**config.mk**
```make
export PLATFORM = sky130hd
export DESIGN_NAME = signed_int_to_radix_digits
export DESIGN_NICKNAME = d
export VERILOG_FILES = /design/src/sirdx_pkg.sv /design/src/signed_int_to_radix_digits.sv /design/src/sirdx_cfg.sv /design/src/sirdx_dp.sv /design/src/sirdx_ctrl.sv
export SDC_FILE = /design/constraint.sdc
export NUM_CORES = 1
export LEC_CHECK = 0
export BUFFER_PORTS_ARGS = -buffer_cell sky130_fd_sc_hd__clkbuf_2
export CORE_UTILIZATION = 28
export DETAILED_ROUTE_END_ITERATION = 8
export MAX_ROUTING_LAYER = met4
export PLACE_DENSITY = 0.55
export RECOVER_POWER = 100
export SYNTH_ARGS = -nofsm -noshare
export SYNTH_HDL_FRONTEND = slang
export SYNTH_SLANG_ARGS = --single-unit
```
**constraint.sdc**
```tcl
create_clock -name clk -period 11.9 [get_ports clk]
set_clock_uncertainty 0.1 [all_clocks]
set_input_delay 3.57 -clock clk [delete_from_list [all_inputs] [get_ports clk]]
set_output_delay 3.57 -clock clk [all_outputs]
set_load 0.02 [all_outputs]
```
**src/sirdx_pkg.sv**
```systemverilog
// Shared types, constants and helpers for the signed integer to radix text converter.
`timescale 1ns / 1ps
`default_nettype none
package sirdx_pkg;

    localparam int RADIX_W    = 5;
    localparam int SYM_W      = 8;
    localparam int SYMBOLS_W  = 64;
    localparam int CFG_IDX_W  = 2;
    localparam int STEP_BITS  = 8;

    localparam logic [CFG_IDX_W-1:0] REG_RADIX        = 2'd0;
    localparam logic [CFG_IDX_W-1:0] REG_SYMBOLS_LOW  = 2'd1;
    localparam logic [CFG_IDX_W-1:0] REG_SYMBOLS_HIGH = 2'd2;

    localparam logic [RADIX_W-1:0] RADIX_RESET = 5'd10;
    localparam logic [RADIX_W-1:0] RADIX_MIN   = 5'd2;
    localparam logic [SYM_W-1:0]   MINUS_CHAR  = 8'h2D;

    typedef enum logic [1:0] {
        ST_IDLE,
        ST_DIVIDE,
        ST_FETCH,
        ST_EMIT
    } state_t;

    // controller -> datapath
    typedef struct packed {
        logic load;
        logic div_step;
        logic fetch;
        logic emit;
    } ctrl_cmd_t;

    // datapath -> controller
    typedef struct packed {
        logic div_done;
        logic idx_zero;
    } dp_status_t;

    // Byte code of digit symbol d from the two symbol registers.
    function automatic logic [SYM_W-1:0] symbol_of(
        input logic [SYMBOLS_W-1:0] lo,
        input logic [SYMBOLS_W-1:0] hi,
        input logic [3:0]           d
    );
        logic [2*SYMBOLS_W-1:0] all;
        all = {hi, lo};
        return all[{d, 3'b000} +: SYM_W];
    endfunction

endpackage
`default_nettype wire

```
**src/signed_int_to_radix_digits.sv**
```systemverilog
// Top level: signed integer to radix text converter.
// A value is taken when start is high and busy is low. Its magnitude is divided
// repeatedly by the active radix (2 to MAX_RADIX, saturated) in a restoring
// divider that retires 8 dividend bits a cycle. The digits are then read back
// from a small memory most significant first: the top digit is fetched first,
// during which the '-' is issued for a negative value, then one character per
// cycle is issued. Characters are registered, so each is strobed in the cycle
// after it is issued: the '-' in the cycle after the fetch. The last character
// is strobed in the cycle after busy falls. Every character appears on
// out_char/is_last for exactly one cycle, marked by out_strobe, and the
// receiver cannot stall it. Configuration transfers are taken only while busy
// is low.
`timescale 1ns / 1ps
`default_nettype none
module signed_int_to_radix_digits #(
    parameter int VALUE_BITS = 32,
    parameter int MAX_RADIX  = 16
) (
    input  wire logic                              clk,
    input  wire logic                              rst_n,
    input  wire logic                              start,
    output      logic                              busy,
    input  wire logic signed [VALUE_BITS-1:0]      value,
    input  wire logic                              cfg_valid,
    output      logic                              cfg_ready,
    input  wire logic [sirdx_pkg::CFG_IDX_W-1:0]   cfg_index,
    input  wire logic [sirdx_pkg::SYMBOLS_W-1:0]   cfg_data,
    output      logic                              out_strobe,
    output      logic [sirdx_pkg::SYM_W-1:0]       out_char,
    output      logic                              is_last
);
    import sirdx_pkg::*;

    ctrl_cmd_t            cmd;
    dp_status_t           status;
    logic [RADIX_W-1:0]   active_radix;
    logic [SYMBOLS_W-1:0] symbols_low;
    logic [SYMBOLS_W-1:0] symbols_high;
    logic                 busy_int;

    assign busy      = busy_int;
    assign cfg_ready = !busy_int;

    sirdx_cfg #(
        .MAX_RADIX (MAX_RADIX)
    ) u_cfg (
        .clk          (clk),
        .rst_n        (rst_n),
        .wr_en        (cfg_valid && !busy_int),
        .wr_index     (cfg_index),
        .wr_data      (cfg_data),
        .active_radix (active_radix),
        .symbols_low  (symbols_low),
        .symbols_high (symbols_high)
    );

    sirdx_ctrl u_ctrl (
        .clk    (clk),
        .rst_n  (rst_n),
        .start  (start),
        .status (status),
        .cmd    (cmd),
        .busy   (busy_int)
    );

    sirdx_dp #(
        .VALUE_BITS (VALUE_BITS),
        .MAX_RADIX  (MAX_RADIX)
    ) u_dp (
        .clk          (clk),
        .rst_n        (rst_n),
        .cmd          (cmd),
        .status       (status),
        .value        (value),
        .active_radix (active_radix),
        .symbols_low  (symbols_low),
        .symbols_high (symbols_high),
        .out_strobe   (out_strobe),
        .out_char     (out_char),
        .is_last      (is_last)
    );

endmodule
`default_nettype wire

```
**src/sirdx_cfg.sv**
```systemverilog
// Configuration registers and radix saturation.
`timescale 1ns / 1ps
`default_nettype none
module sirdx_cfg #(
    parameter int MAX_RADIX = 16
) (
    input  wire logic                              clk,
    input  wire logic                              rst_n,
    input  wire logic                              wr_en,
    input  wire logic [sirdx_pkg::CFG_IDX_W-1:0]   wr_index,
    input  wire logic [sirdx_pkg::SYMBOLS_W-1:0]   wr_data,
    output      logic [sirdx_pkg::RADIX_W-1:0]     active_radix,
    output      logic [sirdx_pkg::SYMBOLS_W-1:0]   symbols_low,
    output      logic [sirdx_pkg::SYMBOLS_W-1:0]   symbols_high
);
    import sirdx_pkg::*;

    logic [RADIX_W-1:0]   radix_reg;
    logic [SYMBOLS_W-1:0] sym_lo_reg;
    logic [SYMBOLS_W-1:0] sym_hi_reg;

    always_ff @(posedge clk or negedge rst_n)
    begin
        if (!rst_n)
        begin
            radix_reg  <= RADIX_RESET;
            sym_lo_reg <= '0;
            sym_hi_reg <= '0;
        end
        else if (wr_en)
        begin
            unique case (wr_index)
                REG_RADIX:        radix_reg  <= wr_data[RADIX_W-1:0];
                REG_SYMBOLS_LOW:  sym_lo_reg <= wr_data;
                REG_SYMBOLS_HIGH: sym_hi_reg <= wr_data;
                default:          ;
            endcase
        end
    end

    always_comb
    begin
        if (radix_reg < RADIX_MIN)
            active_radix = RADIX_MIN;
        else if (radix_reg > RADIX_W'(MAX_RADIX))
            active_radix = RADIX_W'(MAX_RADIX);
        else
            active_radix = radix_reg;
    end

    assign symbols_low  = sym_lo_reg;
    assign symbols_high = sym_hi_reg;

endmodule
`default_nettype wire

```
**src/sirdx_dp.sv**
```systemverilog
// Datapath: magnitude, chunked restoring divider, digit memory and character output.
`timescale 1ns / 1ps
`default_nettype none
module sirdx_dp #(
    parameter int VALUE_BITS = 32,
    parameter int MAX_RADIX  = 16
) (
    input  wire logic                              clk,
    input  wire logic                              rst_n,
    input  wire sirdx_pkg::ctrl_cmd_t              cmd,
    output      sirdx_pkg::dp_status_t             status,
    input  wire logic signed [VALUE_BITS-1:0]      value,
    input  wire logic [sirdx_pkg::RADIX_W-1:0]     active_radix,
    input  wire logic [sirdx_pkg::SYMBOLS_W-1:0]   symbols_low,
    input  wire logic [sirdx_pkg::SYMBOLS_W-1:0]   symbols_high,
    output      logic                              out_strobe,
    output      logic [sirdx_pkg::SYM_W-1:0]       out_char,
    output      logic                              is_last
);
    import sirdx_pkg::*;

    localparam int DIGIT_W = (MAX_RADIX > 2) ? $clog2(MAX_RADIX) : 1;
    localparam int NCHUNK  = (VALUE_BITS + STEP_BITS - 1) / STEP_BITS;
    localparam int PAD_W   = NCHUNK * STEP_BITS;
    localparam int CHUNK_W = (NCHUNK > 1) ? $clog2(NCHUNK) : 1;
    localparam int AW      = $clog2(VALUE_BITS);
    localparam int CW      = $clog2(VALUE_BITS + 1);
    localparam int DEPTH   = 2 ** AW;

    logic [PAD_W-1:0]   quot_reg;
    logic [DIGIT_W-1:0] rem_reg;
    logic [CHUNK_W-1:0] chunk_reg;
    logic [CW-1:0]      cnt_reg;
    logic [AW-1:0]      idx_reg;
    logic               neg_reg;
    logic [DIGIT_W-1:0] rd_data_reg;
    logic               strobe_reg;
    logic [SYM_W-1:0]   char_reg;
    logic               last_reg;

    logic [DIGIT_W-1:0] mem [DEPTH];

    logic [VALUE_BITS-1:0] mag;
    logic                  neg;
    logic [DIGIT_W:0]      divisor;
    logic [DIGIT_W-1:0]    rem_next;
    logic [STEP_BITS-1:0]  qbits;
    logic [PAD_W-1:0]      quot_next;
    logic                  chunk_last;
    logic [AW-1:0]         rd_addr;

    assign neg     = value[VALUE_BITS-1];
    assign mag     = neg ? (~value + 1'b1) : value;
    assign divisor = (DIGIT_W+1)'(active_radix);

    // STEP_BITS steps of restoring division per cycle, dividend bits from the top
    always_comb
    begin
        logic [DIGIT_W-1:0] r;
        logic [DIGIT_W:0]   t;
        r = rem_reg;
        qbits = '0;
        for (int i = 0; i < STEP_BITS; i++)
        begin
            t = {r, quot_reg[PAD_W-1-i]};
            if (t >= divisor)
            begin
                r = DIGIT_W'(t - divisor);
                qbits[STEP_BITS-1-i] = 1'b1;
            end
            else
            begin
                r = t[DIGIT_W-1:0];
            end
        end
        rem_next = r;
    end

    assign quot_next  = PAD_W'({quot_reg, qbits});
    assign chunk_last = (chunk_reg == CHUNK_W'(NCHUNK - 1));

    assign status.div_done = chunk_last &&
                             ((quot_next == '0) || (cnt_reg == CW'(VALUE_BITS - 1)));
    assign status.idx_zero = (idx_reg == '0);

    always_ff @(posedge clk or negedge rst_n)
    begin
        if (!rst_n)
        begin
            quot_reg  <= '0;
            rem_reg   <= '0;
            chunk_reg <= '0;
            cnt_reg   <= '0;
            idx_reg   <= '0;
            neg_reg   <= 1'b0;
        end
        else if (cmd.load)
        begin
            quot_reg  <= PAD_W'(mag);
            rem_reg   <= '0;
            chunk_reg <= '0;
            cnt_reg   <= '0;
            neg_reg   <= neg;
        end
        else if (cmd.div_step)
        begin
            quot_reg <= quot_next;
            if (chunk_last)
            begin
                rem_reg   <= '0;
                chunk_reg <= '0;
                cnt_reg   <= cnt_reg + 1'b1;
                idx_reg   <= cnt_reg[AW-1:0];
            end
            else
            begin
                rem_reg   <= rem_next;
                chunk_reg <= chunk_reg + 1'b1;
            end
        end
        else if (cmd.emit)
        begin
            idx_reg <= idx_reg - 1'b1;
        end
    end

    // Digit memory: least significant digit at address 0
    always_ff @(posedge clk)
    begin
        if (cmd.div_step && chunk_last)
            mem[cnt_reg[AW-1:0]] <= rem_next;
    end

    // Read one address ahead while emitting
    assign rd_addr = cmd.emit ? (idx_reg - 1'b1) : idx_reg;

    always_ff @(posedge clk)
    begin
        rd_data_reg <= mem[rd_addr];
    end

    always_ff @(posedge clk or negedge rst_n)
    begin
        if (!rst_n)
            strobe_reg <= 1'b0;
        else
            strobe_reg <= cmd.emit || (cmd.fetch && neg_reg);
    end

    always_ff @(posedge clk)
    begin
        if (cmd.emit)
        begin
            char_reg <= symbol_of(symbols_low, symbols_high, 4'(rd_data_reg));
            last_reg <= (idx_reg == '0);
        end
        else
        begin
            char_reg <= MINUS_CHAR;
            last_reg <= 1'b0;
        end
    end

    assign out_strobe = strobe_reg;
    assign out_char   = char_reg;
    assign is_last    = last_reg;

endmodule
`default_nettype wire

```
**src/sirdx_ctrl.sv**
```systemverilog
// Controller state machine sequencing load, division, fetch and emission.
`timescale 1ns / 1ps
`default_nettype none
module sirdx_ctrl (
    input  wire logic                   clk,
    input  wire logic                   rst_n,
    input  wire logic                   start,
    input  wire sirdx_pkg::dp_status_t  status,
    output      sirdx_pkg::ctrl_cmd_t   cmd,
    output      logic                   busy
);
    import sirdx_pkg::*;

    state_t state_reg;
    state_t state_next;

    always_ff @(posedge clk or negedge rst_n)
    begin
        if (!rst_n)
            state_reg <= ST_IDLE;
        else
            state_reg <= state_next;
    end

    always_comb
    begin
        state_next = state_reg;
        cmd        = '0;
        unique case (state_reg)
            ST_IDLE:
            begin
                if (start)
                begin
                    cmd.load   = 1'b1;
                    state_next = ST_DIVIDE;
                end
            end
            ST_DIVIDE:
            begin
                cmd.div_step = 1'b1;
                if (status.div_done)
                    state_next = ST_FETCH;
            end
            ST_FETCH:
            begin
                // sign goes out here while the top digit is read
                cmd.fetch  = 1'b1;
                state_next = ST_EMIT;
            end
            ST_EMIT:
            begin
                cmd.emit = 1'b1;
                if (status.idx_zero)
                    state_next = ST_IDLE;
            end
            default:
            begin
                state_next = ST_IDLE;
            end
        endcase
    end

    assign busy = (state_reg != ST_IDLE);

endmodule
`default_nettype wire

```
Word level (Yosys, flattened, before mapping)
Memories as Yosys holds them, arrays and structs flattened. A register that Yosys moved wholly into a read port is not among the register bits.
Index checks and enable logic that the tools add are counted.
Cells by class
  shifts and indexed selects: 1
  reduce and logical (&&, ||, !) cells: 20
  mux-type cells: 44
  add/subtract/negate cells: 12
  bitwise logic cells: 2
  equality and inequality tests: 11
  order comparisons: 10
Operator list (number)
  $shiftx 128x8->8: 1
  $mux 32: 3
  $mux 4: 11
  $ge 5x5->1: 8
  $add 32x1->32 const B: 1
  $logic_not 32->1: 1
  $not 32->32: 1
  $sub 4x4->4: 8
  $mux 5: 5
  $mux 6: 3
  $mux 1: 15
  $mux 2: 6
  $reduce_and 2->1: 5
  $eq 2x2->1 const B: 4
  $ne 2x2->1 const B: 4
  $pmux 2 s4: 1
  $add 6x1->6 const B: 1
  $eq 6x5->1 const B: 1
  $reduce_bool 2->1: 3
  $gt 5x5->1 const B: 1
  $logic_not 5->1: 1
  $lt 5x2->1 const B: 1
  $sub 5x1->5 const B: 1
  $eq 2x1->1 const B: 2
  other kinds (7): 12
Word-level totals
  RAM bits: 128
  bits of input ports: 102
  output and inout port bits: 12
  memories: 1
  register bits after elaboration: 195
Memories
  u_dp.mem: depth 32, bits a word 4, read ports 1, clocked after memory_dff 1, wr ports 1, line sirdx_dp.sv:41  | logic [DIGIT_W-1:0] mem [DEPTH];

Longest topological paths before layout
Gate-level depths: netlist of run 1.
  word-level depth: 24
  depth in mapped cells: 57
  depth with buffers taken out: 55

Modules after synthesis
A second synthesis of run 1 with hierarchy kept.
Second synthesis, totals
  cell total of the unflattened synthesis: 1207
  area, all modules: 17040.1 µm²
Modules (own cells, without submodules)
  sirdx_dp: times used 1, cells an instance 897, area each 11357.1 µm²
  sirdx_cfg: times used 1, cells an instance 290, area each 5499.0 µm²
  sirdx_ctrl: times used 1, cells an instance 18, area each 173.9 µm²
  signed_int_to_radix_digits: times used 1, cells an instance 2, area each 10.0 µm²

Least setup slack after synthesis of run 1
Ideal clock, no wire load.
  path kind: register to register
  start: register u_cfg.radix_reg[3]
  end: memory u_dp.mem[0][2] (netlist bit) (data pin)
  data arrival time: 11.587 ns
  library setup time: 0.385 ns
  cell stages (with the launch flop): 52
  clock period less this slack: 12.073 ns
  path slack: -0.173 ns
  path through: dfstp_2 > nor2_1 > o21ai_0 > ha_1 > a21o_1 > a31oi_1 > o21ai_1 > mux2_2 > ha_1 > a21o_1 > a31oi_1 > o21ai_1 > o31a_1 > inv_1 > ha_1 > a21o_1 > a31oi_1 > o21ai_1 > [16 not listed] > a21o_1 > a31oi_1 > o21ai_1 > clkbuf_1 > nor2_1 > a21oi_1 > ha_1 > a21o_1 > a31oi_1 > o21ai_1 > clkbuf_1 > and2_1 > a211oi_1 > inv_1 > ha_1 > nand2_1 > o21ai_1 > mux2i_1
Between the ends
  cells in the longest elaborated chain, start to end: 19
  elaborated cells between the ends (all ways): 28
  those cells by class: 8 x add/sub; 10 x order compare; 10 x mux
RTL lines
  start: declaration: line sirdx_cfg.sv:18  | logic [RADIX_W-1:0] radix_reg;
  start signal: assignment: line sirdx_cfg.sv:33  | REG_RADIX: radix_reg <= wr_data[RADIX_W-1:0];
  $gt 5x5->1: line sirdx_cfg.sv:45  | else if (radix_reg > RADIX_W'(MAX_RADIX))
  $mux 5: line sirdx_cfg.sv:45
  $mux 5 *: line sirdx_cfg.sv:43  | if (radix_reg < RADIX_MIN)
  $sub 4x4->4 or $ge 5x5->1 (tied branches): line sirdx_dp.sv:68, sirdx_dp.sv:66
  $mux 4: line sirdx_dp.sv:66  | if (t >= divisor)
  $sub 4x4->4 or $ge 5x5->1 (tied branches): line sirdx_dp.sv:68, sirdx_dp.sv:66
  $mux 4: line sirdx_dp.sv:66
  $sub 4x4->4 or $ge 5x5->1 (tied branches): line sirdx_dp.sv:68, sirdx_dp.sv:66
  [4 not listed]
  $mux 4: line sirdx_dp.sv:66
  $sub 4x4->4 or $ge 5x5->1 (tied branches): line sirdx_dp.sv:68, sirdx_dp.sv:66
  $mux 4: line sirdx_dp.sv:66
  $ge 5x5->1 or $sub 4x4->4 (tied branches): line sirdx_dp.sv:66, sirdx_dp.sv:68
  $mux 4: line sirdx_dp.sv:66
  $sub 4x4->4 or $ge 5x5->1 (tied branches): line sirdx_dp.sv:68, sirdx_dp.sv:66
  $mux 4 *: line sirdx_dp.sv:66
  net u_dp.rem_next[2]: line sirdx_dp.sv:46  | logic [DIGIT_W-1:0] rem_next;
  end: declaration: line sirdx_dp.sv:41
Mark *: on every way through the listed nets, which the timed path passes. The rest lies on a longest branch.

Worst setup path after layout of run 1
  start: register u_cfg.radix_reg[2]
  end: register u_dp.rem_reg[1]
Between the ends
  cells in the longest elaborated chain, start to end: 22
  elaborated cells between the ends (all ways): 31
  those cells by class: 8 x add/sub; 10 x order compare; 13 x mux
RTL lines
  $gt 5x5->1: line sirdx_cfg.sv:45
  $mux 5: line sirdx_cfg.sv:45
  $mux 5 *: line sirdx_cfg.sv:43
  $sub 4x4->4 or $ge 5x5->1 (tied branches): line sirdx_dp.sv:68, sirdx_dp.sv:66
  $mux 4: line sirdx_dp.sv:66
  $sub 4x4->4 or $ge 5x5->1 (tied branches): line sirdx_dp.sv:68, sirdx_dp.sv:66
  $mux 4: line sirdx_dp.sv:66
  $sub 4x4->4 or $ge 5x5->1 (tied branches): line sirdx_dp.sv:68, sirdx_dp.sv:66
  [7 not listed]
  $ge 5x5->1 or $sub 4x4->4 (tied branches): line sirdx_dp.sv:66, sirdx_dp.sv:68
  $mux 4: line sirdx_dp.sv:66
  $sub 4x4->4 or $ge 5x5->1 (tied branches): line sirdx_dp.sv:68, sirdx_dp.sv:66
  $mux 4 *: line sirdx_dp.sv:66
  net u_dp.rem_next[1]: line sirdx_dp.sv:46
  $mux 4 *: line sirdx_dp.sv:108  | if (chunk_last)
  $mux 4 *: line sirdx_dp.sv:105  | else if (cmd.div_step)
  $mux 4 *: line sirdx_dp.sv:97  | else if (cmd.load)
  end signal: assignment: line sirdx_dp.sv:117  | rem_reg <= rem_next;
  end: declaration: line sirdx_dp.sv:31  | logic [DIGIT_W-1:0] rem_reg;
Mark *: on every way through the listed nets, which the timed path passes. The rest lies on a longest branch. The select of a mux whose other input is x is not followed.
A chain may end at the register's enable or synchronous reset.

==> results of run 1 <==
worst max-delay path, delay by kind of cell (launching register included):
family	cells	cell delay (ns)
AOI/OAI and AO/OA	28	5.61
adders and majority gates	8	2.37
muxes	4	1.40
buffers and inverters	8	1.02
DFF	1	0.40
and+or+nand+nor	2	0.18
metal layers:
| metal | up-vias | track usage | part of all wire |
|---|---|---|---|
| met4 | 0 | 0.0335 | 0.019 |
| met1 | 5144 | 0.184 | 0.46 |
| met3 | 48 | 0.0270 | 0.046 |
| met5 | - | - | 0 |
| met2 | 178 | 0.214 | 0.47 |
| li1 | 4722 | - | - |
per-stage QoR:
step,util,hold slack (ns),worst slack (ns),setup TNS (ns)
2_1_floorplan,-,0.347,-0.173,-15.12
3_3_place_gp,0.310,0.372,0.541,0
3_5_place_dp,0.310,0.373,-0.0181,-0.520
4_1_cts,0.329,0.388,0.336,0
5_1_grt,0.329,0.410,0.0121,0
6_report,0.329,0.384,0.746,0
cell families (layout without fill, tap and decap cells):
family,Yosys count,after routing,share of synthesized area
flops,327,327,0.537
xor+xnor,52,52,0.0284
buf+inv,102,251,0.0244
mux,247,248,0.224
fa+ha+maj,60,60,0.0497
other cells,0,4,0
compound gates,180,180,0.0706
simple gates,220,220,0.0665
path summary, 6_finish.rpt:
path	endpoint	cells past startpoint	from	slack, ns
max	u_dp.rem_reg[1]$_DFFE_PN0P_	50	u_cfg.radix_reg[2]$_DFFE_PN0P_	0.75
min	u_dp.neg_reg$_DFFE_PN0P_	2	u_dp.neg_reg$_DFFE_PN0P_	0.38
max reg2reg	u_dp.rem_reg[1]$_DFFE_PN0P_	50	u_cfg.radix_reg[2]$_DFFE_PN0P_	0.75
min reg2reg	u_dp.neg_reg$_DFFE_PN0P_	2	u_dp.neg_reg$_DFFE_PN0P_	0.38
max in group asynchronous	u_dp.cnt_reg[2]$_DFFE_PN0P_	2	rst_n	2.41
min in group asynchronous	u_cfg.symbols_high[41]$_DFFE_PN0P_	1	rst_n	5.16
area by class of cell:
| cell class | instances | share of cell area |
|---|---|---|
| Sequential cell | 327 | 0.462 |
| Multi-Input combinational cell | 760 | 0.381 |
| Clock buffer | 49 | 0.0522 |
| Tap cell | 765 | 0.0504 |
| Timing Repair Buffer | 139 | 0.0384 |
| Inverter | 47 | 0.00929 |
| Clock inverter | 16 | 0.00679 |
| Antenna cell | 4 | 0.000527 |
timing repair:
action,CTS,global route
resized for setup,1,11
cloned,0,1
setup endpoints to repair,32,135
layout by cell type (no fill, tap or decap), drive strengths merged, types with 4 or more instances in the layout:
cell      n
edfxtp  128
a21oi    45
o21a      4
nor2b    13
mux2i    24
fa        8
xnor2    20
nand2    78
nand3     6
o22ai     4
or3       5
mux4     80
nor3      6
nand2b   12
dfxtp    13
xor2     32
o21ai    47
a211oi   12
a31oi     7
diode     4
ha       52
inv      48
dfrtp   184
clkbuf  166
o31ai    13
and2      8
a21o     16
nor2     59
buf      22
o211a     7
nor4     12
nand4b    4
clkinv   14
a22o      4
mux2    144
==> impl_results.md, run 1 <==
* Fillcell total at 5759
* Final setup fails at 0
* RSZ-0062 raised after global routing: false
* Sequential-to-total area share from yosys stat at 0.537
* Area of the multi-input gates at roughly 0.0072 mm^2
* Ys Warns at 0
* Die width at ~240 um
* Slew headroom at -3.02
* Min Tclk post-route at 11.15 ns
* CP arrival at approximately 12 ns
* CTS sink count at 327
* Num CTS Buffers at 36
* CP max-delay cell: dfrtp_1
* Port bufs at 113
* Die area at 0.0593 mm^2
* Final Hold Vio Count at 0
* Outcome: complete, but fails checks
* Largest register FFs at 128
* Worst path required time at 12.28 ns
* Row count at 88
* Nets@finish at 1473
* Initial antenna violation count at 4
* Max-cap violations at 6
* Largest net degree at the start of global routing at 115
* Synth Register Bits at between 300 and 400
* Vias in the first global route at 10500
* Yosys top cell area share at 0.282
* Asr flop ratio synth at 0.569
* Chip height at 243 um
* Final Wtd Congestion at 0.797
* Root buffer cell: clkbuf_16
* CTS tree: yes
* Max Freq at 0.0897 GHz
* Post-Syn Area per Cell at 13.7 um^2
* CTS max path bufs at 3
* Sequential Area at 0.00876 mm^2
* HPWL after detailed placement at 28000 um
* Final Cell Area at 0.0190 mm^2
* Area of the mapped netlist at 0.0163 mm^2
* H-Tree Depth at 2
* Number of remaining DRC errors at 0
* Cell Area, Placed at 0.0179 mm^2
* Most used cell, CP: ha_1
* Critical path type: reg -> reg
* Worst-path clk slew at 0.06 ns
* Area grow syn2layout at 16.3%
* CTS hold repair buffers at 0
* 1st-iter DRT viols at about 610
* GRT Total Usage at 0.138
* Clk_lat worst skew at 0.54 ns
* Setup repair bufs after CTS at 0
* Tcrit/Tclk final at 0.937
* Main synth FF type: dfrtp_1
* Hold Crit Class: reg -> reg
* Post-Syn Instances at 1188
* Crit path capture type: register
* Worst Path Max Fanout at 33
* Worst-Margin Slew at just over 6 ns
* Global-route wire length before repair at 62000 um
* 1st-pass router iterations at 5
* Total core area at between 0.05 and 0.06 mm^2
* Inst Count DP at 2037
* Commonest cells in the synthesized netlist: 184 x dfrtp_1, 142 x mux2_2, 128 x edfxtp_1
* Routed WL at around 40000 um
* Critical Path Start Type: register
* Vias at slightly above 10000
* ANT nets after route at 0
* Slew Limit Fails at 383
* Total I/O pin count at roughly 110
* Most common cell in the netlist: dfrtp_1
* Initial Utilization at 0.283
* Synth area leaders: dfrtp_1 28%, edfxtp_1 24%, mux4_2 11%, mux2_2 9.8%, ha_1 4.0%
* Number of flops mapped to enable cells by yosys at 128
* DR WL/cell at 18.8 um
* Leading area contributor after synthesis: dfrtp_1
* CP peak stage delay at 0.40 ns
* Layout cells sized above 1 at 0.307
* Post-Syn Nets at about 1400
* Vias per cell at 4.79
* Synth unique cells at 65
* Gr ovfl total at 0
* Non-Filler Instances at 2107
* Failing checks: capacitance limit, slew limit
Power of run 1 is left out: the tool's default activity adds up to more than one toggle a clock period on the data nets, which glitch-free logic cannot reach.
==> run 2, diff against run 1 <==
ABC_AREA = 1   (was not set)
CORE_MARGIN = 5   (was not set)
==> run 2 against run 1 <==
Effect of this change:
- the run still ends with capacitance limit, slew limit left
- die area rose by 10%
- register-to-register slack improved by 0.21 ns
- sequential cell count did not move
- cell count rose by 36%
- highest routed layer unchanged
==> impl_results.md, run 2 <==
* Max-cap violations at 10 (+4)
* 1st-iter DRT viols at 960 (+59%)
* Area grow syn2layout at 15.1%
* Num CTS Buffers at 39 (+8.3%)
* Post-synthesis mux area share at 0 (-0.224)
* 1st-pass router iterations at 5 (unchanged)
* Critical path type: reg -> reg
* Yosys top cell area share at 0.273 (-0.00874)
* DR WL/cell at 17.1 um (-9.3%)
* Max Freq at 0.0914 GHz (+1.9%)
* Min Tclk post-route at 10.94 ns (-0.212 ns)
* ANT nets after route at 0 (unchanged)
* Root buffer cell: clkbuf_16
* Tcrit/Tclk final at 0.919 (-0.0178)
* Initial antenna violation count at 0 (-4)
* Number of remaining DRC errors at 0 (unchanged)
* Most used cell, CP: nand2_1
* CTS hold repair buffers at 0 (unchanged)
* R2R depth at 70 (+40%)
* Gr ovfl total at 0 (unchanged)
* Final Cell Area at 0.0194 mm^2 (+2.1%)
* Vias at 13900 (+38%)
* Synth Area in Adders at 0.0481 (-0.00154)
* Setup TNS at 0 ns (unchanged)
* Reg-to-reg endpoint: u_dp.mem[26][0]$_DFFE_PP_
* Non-Filler Instances at 2872 (+36%)
* Antenna Cells at 0 (-4)
* HPWL after detailed placement at 33400 um (+19%)
* Number of flops mapped to enable cells by yosys at 128 (unchanged)
* Worst-Margin Slew at 6.40 ns (+0.361 ns)
* Most common cell after layout, fill and taps aside: nand2_1
* Worst path required time at 12.07 ns (-0.21 ns)
* Global-route wire length before repair at 76900 um (+24%)
* CTS max path bufs at 3 (unchanged)
* Most frequent cells in the layout: 479 x nand2_1, 276 x o21ai_0, 205 x inv_1
* Final Hold Vio Count at 0 (unchanged)
* Cell Area, Placed at 0.0181 mm^2 (+1.5%)
* CTS tree: yes
* CTS sink count at 327 (unchanged)
* Main synth FF type: dfrtp_1
* Synth area leaders: dfrtp_1 27%, edfxtp_1 23%, nand2_1 11%, o21ai_0 8.3%, inv_1 4.6%
* Area of the mapped netlist at 0.0168 mm^2 (+3.2%)
* Hold Crit Class: reg -> reg
* Largest net degree at the start of global routing at 120 (+4.3%)
* Outcome: complete, but fails checks
* Initial Utilization at 0.281 (-0.00227)
* Worst Path Max Fanout at 16 (-52%)
* Critical Path Start Type: register
* Slew headroom at -3.26 (-0.241)
* Most common cell in the netlist: nand2_1
* Total core area at 0.0600 mm^2 (+4.0%)
* Worst reg2reg setup slack at 0.96 ns (+0.21 ns)
* GRT Total Usage at 0.151 (+0.0135)
* Sequential-to-total area share from yosys stat at 0.520 (-0.0166)
* Chip height at 255 um (+4.9%)
* CP peak stage delay at 0.45 ns (+0.05 ns)
* Die width at 255 um (+4.9%)
* Hold path depth at 2 (unchanged)
* Synth unique cells at 45 (-31%)
* Failing checks: capacitance limit, slew limit
* Post-Synth XOR/XNOR Area at 0.0151 (-0.0133)
* Vias per cell at 4.84 (+1.1%)
* Slew Limit Fails at 707 (+85%)
* Leading area contributor after synthesis: dfrtp_1
* Largest family of logic cells by synthesized area: simple AND/OR/NAND/NOR gates
* Worst r2r src: u_cfg.radix_reg[4]$_DFFE_PN0P_
* Asr flop ratio synth at 0.569 (unchanged)
* Largest register FFs at 128 (unchanged)
* Vias in the first global route at 13700 (+31%)
* Place WS at 0.167 ns (+0.185 ns)
* Clk_lat worst skew at 0.55 ns (about the same)
* Crit path capture type: register
* Row count at 90 (+2.3%)
* Commonest cells in the synthesized netlist: 479 x nand2_1, 278 x o21ai_0, 206 x inv_1
* Simple-gate area share of the yosys netlist at 0.193 (+0.127)
* Die area at 0.0652 mm^2 (+10%)
* CP max-delay cell: o21ai_0
* Final Wtd Congestion at 0.885 (+11%)
* Inst Count DP at 2797 (+37%)
* Synth Register Bits at 327 (unchanged)
* Post-Syn Area per Cell at 8.55 um^2 (-38%)
* Routed WL at 49100 um (+24%)
* Crit path launch: u_cfg.radix_reg[4]$_DFFE_PN0P_
* Final setup fails at 0 (unchanged)
* Nets@finish at 2222 (+51%)
* Synth Area in Compound Gates at 0.151 (+0.0803)
* Layout cells sized above 1 at 0.0971 (-0.210)
* Worst-path clk slew at 0.06 ns (about the same)
* CP arrival at 11.12 ns (-0.41 ns)
* CP Capture Point: u_dp.mem[26][0]$_DFFE_PP_
* Post-Syn Instances at 1971 (+66%)
* Ys Warns at 0 (unchanged)
* Port bufs at 113 (unchanged)
* Final WS setup at 0.958 ns (+0.212 ns)
* Total I/O pin count at 114 (unchanged)
* H-Tree Depth at 2 (unchanged)
* Post-Syn Nets at 2133 (+58%)
-- run 2: cell families (layout without fill, tap and decap cells) --
group,count (synthesis),after routing
buffers and inverters,301,419
DFF,327,327
xor gates and xnor gates,26,26
AOI/OAI and AO/OA,446,447
adders and majority gates,60,60
and+or+nand+nor,811,811
-- run 2: how the worst min path moves through the flow --
stage                                            startpoint                           endpoint  slack (ns)
after global routing      u_cfg.symbols_low[17]$_DFFE_PN0P_  u_cfg.symbols_low[17]$_DFFE_PN0P_        0.40
after floorplan              u_cfg.radix_reg[0]$_DFFE_PN0P_     u_cfg.radix_reg[0]$_DFFE_PN0P_        0.35
after detailed placement  u_cfg.symbols_low[55]$_DFFE_PN0P_  u_cfg.symbols_low[55]$_DFFE_PN0P_        0.37
after CTS                 u_cfg.symbols_low[12]$_DFFE_PN0P_  u_cfg.symbols_low[12]$_DFFE_PN0P_        0.38
final                     u_cfg.symbols_low[43]$_DFFE_PN0P_  u_cfg.symbols_low[43]$_DFFE_PN0P_        0.38
after global placement    u_cfg.symbols_low[46]$_DFFE_PN0P_  u_cfg.symbols_low[46]$_DFFE_PN0P_        0.36
-- run 2: worst max-delay path, delay by kind of cell, from the launching register on --
kind / cells / cell delay [ns]
buffers and inverters: 12 / 1.38
and+or+nand+nor: 43 / 5.01
DFF: 1 / 0.42
adders and majority gates: 8 / 2.44
AOI/OAI and AO/OA: 7 / 1.35
-- run 2: what timing repair did --
| item | 4_1_cts | 5_1_grt |
|---|---|---|
| setup endpoints to repair | 0 | 135 |
| buffers inserted | 0 | 2 |
| resized for setup | 0 | 14 |
-- run 2: area by class of cell --
cell class / instances / area (um^2)
well taps: 782 / 978
fillers: 6268 / 40600
flip-flops and latches: 327 / 8760
repair inverters: 1 / 7.51
clock inverters: 14 / 125
clock buffers: 57 / 1120
multi-input cells: 1344 / 6900
inverters: 214 / 812
repair buffers: 133 / 673
-- run 2: metal layers --
| metal | wire, um | up-vias | track usage |
|---|---|---|---|
| met3 | 2260 | 79 | 0.0179 |
| met4 | 1280 | 0 | 0.0456 |
| met2 | 23000 | 389 | 0.238 |
| met1 | 22600 | 6695 | 0.206 |
| li1 | - | 6749 | - |
| met5 | 0 | - | - |
-- run 2: stage by stage --
stage	utilization	hold WS (ns)
3_3_place_gp	0.302	0.362
5_1_grt	0.323	0.399
4_1_cts	0.323	0.382
6_report	0.323	0.375
2_1_floorplan	-	0.346
3_5_place_dp	0.302	0.368
Power of run 2 is left out for the same reason.
